<file path="src/sha_pkg.sv">
// Shared constants and functions for the SHA-256 stream hasher.
`timescale 1ns / 1ps
`default_nettype none
package sha_pkg;

   localparam int ByteCount = 64;
   localparam int LenPos    = 56;

   typedef logic [31:0] word_type;

   function automatic word_type round_const(input logic [5:0] idx);
      word_type k;
      begin
         unique case (idx)
            6'd0: k = 32'h428a2f98;  6'd1: k = 32'h71374491;  6'd2: k = 32'hb5c0fbcf;
            6'd3: k = 32'he9b5dba5;  6'd4: k = 32'h3956c25b;  6'd5: k = 32'h59f111f1;
            6'd6: k = 32'h923f82a4;  6'd7: k = 32'hab1c5ed5;  6'd8: k = 32'hd807aa98;
            6'd9: k = 32'h12835b01;  6'd10: k = 32'h243185be; 6'd11: k = 32'h550c7dc3;
            6'd12: k = 32'h72be5d74; 6'd13: k = 32'h80deb1fe; 6'd14: k = 32'h9bdc06a7;
            6'd15: k = 32'hc19bf174; 6'd16: k = 32'he49b69c1; 6'd17: k = 32'hefbe4786;
            6'd18: k = 32'h0fc19dc6; 6'd19: k = 32'h240ca1cc; 6'd20: k = 32'h2de92c6f;
            6'd21: k = 32'h4a7484aa; 6'd22: k = 32'h5cb0a9dc; 6'd23: k = 32'h76f988da;
            6'd24: k = 32'h983e5152; 6'd25: k = 32'ha831c66d; 6'd26: k = 32'hb00327c8;
            6'd27: k = 32'hbf597fc7; 6'd28: k = 32'hc6e00bf3; 6'd29: k = 32'hd5a79147;
            6'd30: k = 32'h06ca6351; 6'd31: k = 32'h14292967; 6'd32: k = 32'h27b70a85;
            6'd33: k = 32'h2e1b2138; 6'd34: k = 32'h4d2c6dfc; 6'd35: k = 32'h53380d13;
            6'd36: k = 32'h650a7354; 6'd37: k = 32'h766a0abb; 6'd38: k = 32'h81c2c92e;
            6'd39: k = 32'h92722c85; 6'd40: k = 32'ha2bfe8a1; 6'd41: k = 32'ha81a664b;
            6'd42: k = 32'hc24b8b70; 6'd43: k = 32'hc76c51a3; 6'd44: k = 32'hd192e819;
            6'd45: k = 32'hd6990624; 6'd46: k = 32'hf40e3585; 6'd47: k = 32'h106aa070;
            6'd48: k = 32'h19a4c116; 6'd49: k = 32'h1e376c08; 6'd50: k = 32'h2748774c;
            6'd51: k = 32'h34b0bcb5; 6'd52: k = 32'h391c0cb3; 6'd53: k = 32'h4ed8aa4a;
            6'd54: k = 32'h5b9cca4f; 6'd55: k = 32'h682e6ff3; 6'd56: k = 32'h748f82ee;
            6'd57: k = 32'h78a5636f; 6'd58: k = 32'h84c87814; 6'd59: k = 32'h8cc70208;
            6'd60: k = 32'h90befffa; 6'd61: k = 32'ha4506ceb; 6'd62: k = 32'hbef9a3f7;
            default: k = 32'hc67178f2;
         endcase
         return k;
      end
   endfunction

   function automatic word_type init_hash(input logic [2:0] idx);
      word_type h;
      begin
         unique case (idx)
            3'd0: h = 32'h6a09e667; 3'd1: h = 32'hbb67ae85;
            3'd2: h = 32'h3c6ef372; 3'd3: h = 32'ha54ff53a;
            3'd4: h = 32'h510e527f; 3'd5: h = 32'h9b05688c;
            3'd6: h = 32'h1f83d9ab; default: h = 32'h5be0cd19;
         endcase
         return h;
      end
   endfunction

   function automatic word_type rotr(input word_type x, input int n);
      return (x >> n) | (x << (32 - n));
   endfunction

endpackage
`default_nettype wire

</file>
<file path="src/sha256_stream_hasher.sv">
// Top level of the SHA-256 stream hasher: byte intake, padding sequencer and digest output.
//
// Input beats carry one message byte with has_byte and last_byte flags. A byte
// that does not fill the block is written straight into the block store. The
// 64th byte of a block starts a compression: the shared round unit runs one
// round a cycle, and the steps load, fetch, 64 rounds and add follow, during
// which req_tready is low. A beat with last_byte pads the block byte by byte,
// compresses once, or twice when 56 or more bytes are pending or its byte
// completes the block, then presents eight digest words on the result channel,
// one per beat, index 0 first. A stalled receiver holds the current word; no
// new input is taken until all eight words have left. After the last word the
// chain returns to the initial values. Reset clears the sequencer, fill count
// and bit count and loads the initial chain; the block store needs no clearing,
// as padding overwrites every byte that a compression reads.
`timescale 1ns / 1ps
`default_nettype none
module sha256_stream_hasher
   import sha_pkg::*;
(
   input  wire logic        clock,
   input  wire logic        reset,
   input  wire logic        req_tvalid,
   output      logic        req_tready,
   input  wire logic [7:0]  req_tdata,   // data_byte
   input  wire logic        req_tuser,   // has_byte
   input  wire logic        req_tlast,   // last_byte
   output      logic        rsp_tvalid,
   input  wire logic        rsp_tready,
   output      logic [39:0] rsp_tdata,   // digest_word[31:0], word_index[34:32], zero fill
   output      logic        rsp_tlast    // last_word
);
   localparam logic [3:0] StIdle  = 4'd0;
   localparam logic [3:0] StPad   = 4'd1;  // write padding bytes
   localparam logic [3:0] StLen   = 4'd2;  // write length bytes
   localparam logic [3:0] StLoad  = 4'd3;
   localparam logic [3:0] StRound = 4'd4;
   localparam logic [3:0] StAdd   = 4'd5;
   localparam logic [3:0] StOut   = 4'd6;
   localparam logic [3:0] StFetch = 4'd7;  // first block word read

   logic [3:0]  state_ff, state_in;
   logic [5:0]  fill_ff, fill_in;
   logic [63:0] bits_ff, bits_in;
   logic [5:0]  cnt_ff, cnt_in;      // round, pad position or output index
   logic        final_ff, final_in;  // compression belongs to the finish
   logic        second_ff, second_in;// another padding block still follows
   word_type    chain_ff [8];
   word_type    work [8];
   logic [31:0] store [16];
   logic        wr_en;
   logic [5:0]  wr_addr;
   logic [7:0]  wr_data;
   word_type    rd_word_ff;
   logic [3:0]  rd_idx;
   logic        take;

   assign take = req_tvalid && req_tready;
   assign req_tready = (state_ff == StIdle);

   // Block store: byte writes, one 32-bit big-endian word read per cycle.
   always_ff @(posedge clock) begin
      if (wr_en) store[wr_addr[5:2]][{~wr_addr[1:0], 3'd0} +: 8] <= wr_data;
      rd_word_ff <= store[rd_idx];
   end

   always_comb begin
      // Word needed by round cnt+1 is read during round cnt, so it is registered when that round runs.
      rd_idx = (state_ff == StRound) ? (cnt_ff[3:0] + 4'd1) : 4'd0;
   end

   sha_round u_round (
      .clock(clock), .reset(reset),
      .load(state_ff == StLoad), .step(state_ff == StRound),
      .round(cnt_ff), .sched_in(rd_word_ff),
      .chain_in(chain_ff), .work_out(work)
   );

   always_comb begin
      state_in = state_ff; fill_in = fill_ff; bits_in = bits_ff; cnt_in = cnt_ff;
      final_in = final_ff; second_in = second_ff;
      wr_en = 1'b0; wr_addr = fill_ff; wr_data = req_tdata;
      unique case (state_ff)
         StIdle: begin
            if (take) begin
               if (req_tuser) begin
                  wr_en = 1'b1;
                  bits_in = bits_ff + 64'd8;
                  fill_in = fill_ff + 6'd1;
               end
               final_in = req_tlast;
               if (req_tuser && fill_ff == 6'd63) begin
                  // A beat that completes the block starts a compression; a finishing one then pads a fresh block.
                  state_in = StLoad; second_in = req_tlast;
               end else if (req_tlast) begin
                  state_in = StPad;
                  cnt_in = req_tuser ? fill_ff + 6'd1 : fill_ff;
                  second_in = 1'b0;
               end
            end
         end
         StPad: begin
            // 0x80 at the fill position unless second_ff, zeros up to the length field or block end.
            wr_en = 1'b1; wr_addr = cnt_ff;
            wr_data = (cnt_ff == fill_ff) && !second_ff ? 8'h80 : 8'h00;
            cnt_in = cnt_ff + 6'd1;
            if (cnt_ff == 6'd63) begin
               state_in = StLoad; second_in = 1'b1;
            end else if (cnt_ff == 6'(LenPos - 1) && !((fill_ff >= 6'(LenPos)) && !second_ff))
            begin
               state_in = StLen;
            end
         end
         StLen: begin
            wr_en = 1'b1; wr_addr = cnt_ff;
            wr_data = bits_ff[8'(7 - cnt_ff[2:0]) * 8 +: 8];
            cnt_in = cnt_ff + 6'd1;
            if (cnt_ff == 6'd63) begin
               state_in = StLoad; second_in = 1'b0;
            end
         end
         StLoad: begin
            cnt_in = '0; state_in = StFetch;
         end
         StFetch: state_in = StRound;
         StRound: begin
            cnt_in = cnt_ff + 6'd1;
            if (cnt_ff == 6'd63) state_in = StAdd;
         end
         StAdd: begin
            fill_in = '0;
            if (!final_ff) state_in = StIdle;
            else if (second_ff) begin
               // The marker byte is still missing when the data filled the block.
               state_in = StPad; cnt_in = '0; second_in = (fill_ff != 6'd0);
            end else begin
               state_in = StOut; cnt_in = '0;
            end
         end
         StOut: begin
            if (rsp_tready) begin
               cnt_in = cnt_ff + 6'd1;
               if (cnt_ff[2:0] == 3'd7) begin
                  state_in = StIdle; bits_in = '0; fill_in = '0; final_in = 1'b0;
               end
            end
         end
         default: state_in = StIdle;
      endcase
   end

   always_ff @(posedge clock) begin
      if (reset) begin
         state_ff <= StIdle; fill_ff <= '0; bits_ff <= '0; cnt_ff <= '0;
         final_ff <= 1'b0; second_ff <= 1'b0;
         for (int i = 0; i < 8; i++) chain_ff[i] <= init_hash(3'(i));
      end else begin
         state_ff <= state_in; fill_ff <= fill_in; bits_ff <= bits_in;
         cnt_ff <= cnt_in; final_ff <= final_in; second_ff <= second_in;
         if (state_ff == StAdd) begin
            for (int i = 0; i < 8; i++) chain_ff[i] <= chain_ff[i] + work[i];
         end else if (state_ff == StOut && rsp_tready && cnt_ff[2:0] == 3'd7) begin
            for (int i = 0; i < 8; i++) chain_ff[i] <= init_hash(3'(i));
         end
      end
   end

   assign rsp_tvalid = (state_ff == StOut);
   assign rsp_tdata  = {5'd0, cnt_ff[2:0], chain_ff[cnt_ff[2:0]]};
   assign rsp_tlast  = (cnt_ff[2:0] == 3'd7);

   a_busy_no_take: assert property (@(posedge clock) disable iff (reset)
      (state_ff != StIdle) |-> !req_tready) else $error("ready while busy");
   a_out_hold: assert property (@(posedge clock) disable iff (reset)
      (rsp_tvalid && !rsp_tready) |=> (rsp_tvalid && $stable(rsp_tdata)))
      else $error("result dropped under stall");
   a_round_end: assert property (@(posedge clock) disable iff (reset)
      (state_ff == StRound && cnt_ff == 6'd63) |=> (state_ff == StAdd))
      else $error("round count slip");
endmodule
`default_nettype wire

</file>
<file path="src/sha_round.sv">
// One SHA-256 round with the rolling schedule, stepped once a cycle by the top level.
`timescale 1ns / 1ps
`default_nettype none
module sha_round
   import sha_pkg::*;
(
   input  wire logic         clock,
   input  wire logic         reset,
   input  wire logic         load,       // take working words from the chain
   input  wire logic         step,       // run one round
   input  wire logic [5:0]   round,
   input  wire word_type     sched_in,   // block word for rounds below 16
   input  wire word_type     chain_in [8],
   output      word_type     work_out [8]
);
   word_type v_ff [8];
   word_type w_ff [16];
   word_type w_cur, s0, s1, t1, t2, w15, w2;

   always_comb begin
      w15 = w_ff[1];
      w2  = w_ff[14];
      s0 = rotr(w15, 7) ^ rotr(w15, 18) ^ (w15 >> 3);
      s1 = rotr(w2, 17) ^ rotr(w2, 19) ^ (w2 >> 10);
      // The window shifts each round, so index 0 is always w[r-16].
      w_cur = (round < 6'd16) ? sched_in : (w_ff[0] + s0 + w_ff[9] + s1);
      t1 = v_ff[7] + (rotr(v_ff[4], 6) ^ rotr(v_ff[4], 11) ^ rotr(v_ff[4], 25))
         + ((v_ff[4] & v_ff[5]) ^ (~v_ff[4] & v_ff[6])) + round_const(round) + w_cur;
      t2 = (rotr(v_ff[0], 2) ^ rotr(v_ff[0], 13) ^ rotr(v_ff[0], 22))
         + ((v_ff[0] & v_ff[1]) ^ (v_ff[0] & v_ff[2]) ^ (v_ff[1] & v_ff[2]));
   end

   always_ff @(posedge clock) begin
      if (reset) begin
         for (int i = 0; i < 8; i++) v_ff[i] <= '0;
      end else if (load) begin
         for (int i = 0; i < 8; i++) v_ff[i] <= chain_in[i];
      end else if (step) begin
         v_ff[7] <= v_ff[6]; v_ff[6] <= v_ff[5]; v_ff[5] <= v_ff[4];
         v_ff[4] <= v_ff[3] + t1;
         v_ff[3] <= v_ff[2]; v_ff[2] <= v_ff[1]; v_ff[1] <= v_ff[0];
         v_ff[0] <= t1 + t2;
      end
   end

   always_ff @(posedge clock) begin
      if (step) begin
         for (int i = 0; i < 15; i++) w_ff[i] <= w_ff[i+1];
         w_ff[15] <= w_cur;
      end
   end

   assign work_out = v_ff;
endmodule
`default_nettype wire

</file>
<file path="config.mk">
export PLATFORM = sky130hd
export DESIGN_NAME = sha256_stream_hasher
export DESIGN_NICKNAME = d
export VERILOG_FILES = /design/src/sha_pkg.sv /design/src/sha256_stream_hasher.sv /design/src/sha_round.sv
export SDC_FILE = /design/constraint.sdc
export NUM_CORES = 2
export LEC_CHECK = 0
export BUFFER_PORTS_ARGS = -buffer_cell sky130_fd_sc_hd__buf_4
export CAP_MARGIN = 10
export CORE_MARGIN = 2
export CORE_UTILIZATION = 58
export CTS_BUF_LIST = sky130_fd_sc_hd__clkbuf_16
export CTS_CLUSTER_DIAMETER = 80
export DETAILED_ROUTE_END_ITERATION = 7
export PLACE_DENSITY = 0.79
export SLEW_MARGIN = 20
export SYNTH_ARGS = -nofsm -noshare
export SYNTH_HDL_FRONTEND = slang
export SYNTH_SLANG_ARGS = --single-unit
export TNS_END_PERCENT = 50
</file>
<file path="constraint.sdc">
create_clock -name clock -period 16.4 [get_ports clock]
set_input_delay 3.28 -clock clock [delete_from_list [all_inputs] [get_ports clock]]
set_output_delay 3.28 -clock clock [all_outputs]
set_load 0.02 [all_outputs]
</file>
* Word-level counts from Yosys, hierarchy flattened *
Memory sizes are Yosys's and may differ from the RTL's. A register that Yosys moved wholly into a read port is not among the register bits.
Index checks and enable logic that the tools add are counted.
W data, S select, Z words.

cells by class
  add/sub/neg operators = 24
  multiply operators = 0
  div/mod/pow operators = 0
  $lt $le $gt $ge = 3
  eq/ne operators = 24
  shifts and indexed selects = 3
  mux-type cells = 61
  bitwise operators = 29
  reduce and logical (&&, ||, !) cells = 25

operator list
  operator                 number
  $mux W256                4
  $add A32 B32 Y32         18
  $xor A32 B32 Y32         9
  $mux W64                 4
  $and A32 B32 Y32         5
  $mux W32                 4
  $pmux W64 S2             1
  $bmux W32 S3             1
  $mux W6                  12
  $add A64 B4 Y64 const B  1
  $shiftx A64 B12 Y8       1
  $mux W4                  10
  $not A32 Y32             1
  $or A10 B32 Y32          1
  $or A13 B32 Y32          1
  $or A14 B32 Y32          1
  $or A15 B32 Y32          1
  $or A19 B32 Y32          1
  $or A21 B32 Y32          1
  $or A25 B32 Y32          1
  $or A26 B32 Y32          1
  $or A30 B32 Y32          1
  $or A7 B32 Y32           1
  $pmux W4 S8              1
  other kinds (45)         87

word-level totals
  flip-flop bits (word level) = 594
  bits in latches = 0
  memory bits (writable) = 1024
  ROM bits = 2048
  bits of input ports = 14
  output and inout bits = 43
  word-level logic and storage cells = 194
  memories kept = 3

memories
  name             words  bits a word  rd ports  clocked after Yosys merged registers in  wr ports  line                        RTL
  (no name shown)  64     32           1         1                                        0         sha_pkg.sv:14               unique case (idx)
  store            16     32           1         1                                        1         sha256_stream_hasher.sv:49  logic [31:0] store [16];
  u_round.w_ff     16     32           16        0                                        16        sha_round.sv:17             word_type w_ff [16];

* Depth between registers and ports, before layout *
An unclocked memory read counts as a cell.

  depth after elaboration = 12
  mapped depth = 45
  gate-level depth less buffers = 45

* Modules after synthesis *
From an unflattened synthesis, not the netlist that was laid out.

unflattened totals
  cells, all modules = 8842
  area, all modules = 92015.8 um^2

modules (own cells, without submodules)
  module                times used  cells an instance  area each (um^2)  sequential area each (um^2)
  sha256_stream_hasher  1           4671               48151.2           22701.8
  sha_round             1           4171               43864.6           20499.7

* Least setup slack after synthesis *
No wires, ideal clock.

  path type = reg-to-reg
  from = reg state_ff[0]
  to = mem u_round.w_ff[0][0] (netlist bit) (enable)
  setup time = 1.073 ns
  arrival time = 15.533 ns
  required time = 15.327 ns
  setup slack = -0.207 ns
  cell stages (with the launch flop) = 9
  path buffers = 5
  period minus slack after synthesis = 16.607 ns
  cells stage by stage = dfxtp_1 -> buf_2 -> clkinv_1 -> nand3_1 -> inv_1 -> clkbuf_1 -> clkbuf_1 -> clkbuf_1 -> buf_1

RTL lines
  item                    line                         RTL
  start, declared         sha256_stream_hasher.sv:41   logic [3:0] state_ff, state_in;
  start signal, assigned  sha256_stream_hasher.sv:157  state_ff <= state_in; fill_ff <= fill_in; bits_ff <= bits_in;
  end, declared           sha_round.sv:17

==> metrics.md <==
| Metric | Value |
|---|---|
| Unrepaired setup endpoints after global routing | `false` |
| Critical path type | `reg2reg` |
| Post-synth EDFFs | `1024` |
| Post-CTS setup buffer count | `0` |
| Simple-gate portion of the synthesized area | `8.71%` |
| Leakage | `36.4 nW` |
| Post-synth top cells | `1024 x edfxtp_1, 679 x a21oi_1, 675 x nand2_1` |
| Cell area after layout | `approximately 97000 µm²` |
| Vias per cell | `between 6 and 7` |
| Synth Area in Adders | `10.1%` |
| Root buffer cell | `clkbuf_16` |
| Antenna Diode Count | `0` |
| Cell Pwr Density | `224 nW/µm²` |
| Max Slew Vio Count | `0` |
| Crit path max fanout | `6` |
| Dpl hpwl | `~190 mm` |
| # rows | `144` |
| Max-cap violations | `0` |
| Worst Setup Start Kind | `flip-flop` |
| Unique masters post-synth | `approximately 110` |
| DRT Pass-1 Iters | `7` |
| Die height | `between 300 and 400 µm` |
| Post-synthesis sequential area ratio | `around half` |
| Mux cell area share after synthesis | `between 5 and 6%` |
| Largest net degree at the start of global routing | `189` |
| Post-Syn Instances | `about 8300` |
| Clk Latency, worst-skew pair | `between 0.8 and 0.9 ns` |
| Final TNS setup | `0 ns` |
| Area grow syn2layout | `8.40%` |
| Crit-path leading delay family | `adder cells` |
| #FFs+latches synth | `about 1700` |
| Cell taking the most area after synthesis | `edfxtp_1` |
| CP bufs+invs | `3` |
| Via count | `between 60000 and 70000` |
| Async SR Flop Fraction | `0%` |
| Ports | `57` |
| DRT antenna net count | `0` |
| Global-route wire length before repair | `~400 mm` |
| Total CTS buffers | `175` |
| Worst Path Required | `17.15 ns` |
| Maximum clock frequency | `92.8 MHz` |
| Total wire length | `roughly 270 mm` |
| Core area | `154000 µm²` |
| Hold_buf cts | `0` |
| Gp weighted congestion | `between 0.9 and 1` |
| # clock sinks | `1678` |
| Most numerous cell in the Yosys netlist | `edfxtp_1` |
| Iter 0 DRT Violations | `a little over 8000` |
| Final Critical Period | `10.78 ns` |
| CP endpoint kind | `flip-flop` |
| Met3 routed WL | `just under 30 mm` |
| Vias in the first global route | `around 64000` |
| Main synth FF type | `edfxtp_1` |
| Top cell type's share of synthesized area | `about a third` |
| Worst vdd ir | `between 0.3 and 0.4 mV` |
| Max layer used | `met5` |
| Clock tree buffer depth | `3` |
| GRT Resource Usage Total | `between 30 and 40%` |
| Share of layout cells above drive strength 1 | `under 10%` |
| Avg Inst Size Synth | `10.9 µm²` |
| Number of hold violations in the final report | `0` |
| Count of final setup violators | `0` |
| Met1 WL | `between 100 and 150 mm` |
| Wire per inst | `about 26 µm` |
| DP Area | `about 92000 µm²` |
| Slew margin rel. | `20.6%` |
| Die width | `a little under 400 µm` |
| Min-Delay Path Class | `reg2reg` |
| Pwr Total | `around 22 mW` |
| CTS tree | `done` |
| DRC | `0` |
| Yosys Warn Count | `0` |
| Met2 wire len | `about 120 mm` |
| Status | `complete, no violations` |
| # port buffers | `51` |
| Worst Tran Pin Value | `1.19 ns` |
| Die ar. | `between 150000 and 200000 µm²` |
| Post-CTS sizing | `0` |
| Largest family of logic cells by synthesized area | `compound AO/OA/AOI/OAI gates` |
| Worst path most repeated cell | `fa_1` |
| Post-synthesis cell area | `89900 µm²` |
| Post-synthesis compound-gate area fraction | `about 17%` |
| CP max-delay cell | `fa_1` |
| CTS H-tree depth | `4` |
| Clock-pin slew on the worst setup and hold paths | `roughly 0.070 ns` |
| Initial antenna violation count | `7` |
| WP data arrival | `~12 ns` |
| Post-Synth XOR/XNOR Area | `6.13%` |
| Largest cells by area after synthesis | `edfxtp_1 34%, dfxtp_1 15%, ha_1 5.5%, fa_1 4.3%, xnor2_1 4.0%` |
| Clock skew | `between 0.06 and 0.07 ns` |
| CP max stage delay | `approximately 0.53 ns` |
| Total grt overflow | `0` |
| Initial Utilization | `around three fifths` |
| Final layout net count | `between 8000 and 9000` |
| Period utilization | `approximately 66%` |
-- final timing paths --
path | start | endpoint | cells after the start | slack [ns]
max | u_round.w_ff[0][36] | u_round.work_out[255] | 41 | 5.62
min | u_round.w_ff[1][224] | u_round.w_ff[1][192] | 0 | 0.40
max reg2reg | u_round.w_ff[0][36] | u_round.work_out[255] | 41 | 5.62
min reg2reg | u_round.w_ff[1][224] | u_round.w_ff[1][192] | 0 | 0.40
-- layer usage --
layer | global-route usage [%] | vias to the layer above
met2 | 48.9 | 3680
met4 | 12.2 | 2
met1 | 48.3 | 33300
met5 | 0 | -
met3 | 7.92 | 564
li1 | - | 30100
-- cells by family (layout without fill, tap and decap cells) --
group / count (synthesis) / count (layout)
buffers and inverters: 866 / 840
adders and majority gates: 610 / 610
muxes: 365 / 365
AOI/OAI and AO/OA: 2372 / 2372
DFF: 1678 / 1678
and+or+nand+nor: 1751 / 1751
xor gates and xnor gates: 628 / 628
other: 1 / 5
-- cell usage in the layout (no fill, tap or decap), drive strengths merged, types with 17 or more instances in the layout --
cell and n:
mux2i 124, or2 48, a31oi 112, clkbuf 178, nand4 37, o21a 60, mux4 77, o211ai 44
fa 195, nor2b 50, a211oi 43, nand3 100, a22o 42, dfxtp 654, inv 433, o32ai 37
a221oi 96, xnor2 407, nor3 77, nand2 675, nor2 550, nand2b 51, and3 43, o22ai 111
a22oi 353, o31ai 22, o21ai 367, ha 398, a21oi 680, o21bai 68, xor2 220, or3 36
a21o 192, maj3 17, clkinv 67, mux2 164, edfxtp 1024, and2 21, buf 140
-- final cells by class --
type / count / area [µm²]
flip-flops and latches: 1678 / 43900
fillers: 11900 / 56600
multi-input cells: 5731 / 42800
inverters: 386 / 1460
well taps: 2044 / 2560
clock inverters: 136 / 1190
repair buffers: 141 / 1120
clock buffers: 177 / 4430
-- where the power goes --
part	total [mW]	switching [mW]	internal (mW)	leakage (nW)
sequential	5.12	0.303	4.82	14.7
combinational	12.8	7.96	4.82	18.8
clock	3.91	1.75	2.17	2.86
-- registers in the layout, summed over array words and instances (netlist names), named ones only --
register	count
u_round.work_out	256
cnt_ff	6
u_round.w_ff	512
chain_ff	256
store	512
final_ff	1
bits_ff	61
state_ff	3
rd_word_ff	32
second_ff	1
fill_ff	6
-- worst reg2reg max path, delay by kind of cell (launching register included) --
kind	cells	cell delay (ns)
fa+ha+maj	9	3.83
compound gates	14	3.44
simple gates	10	1.76
xor+xnor	5	1.07
flops	1	0.48
buf+inv	3	0.13
-- through the flow --
step	setup WS, ns	utilization [%]	hold WS (ns)	std cells
2_1_floorplan	1.41	-	0.400	8275
3_3_place_gp	5.92	59.6	0.401	9978
3_5_place_dp	5.82	59.6	0.405	9978
4_1_cts	5.77	63.2	0.386	10300
5_1_grt	4.91	63.3	0.411	10300
6_report	5.62	63.3	0.399	10300
No activity file was read; power rests on OpenSTA's default activity.
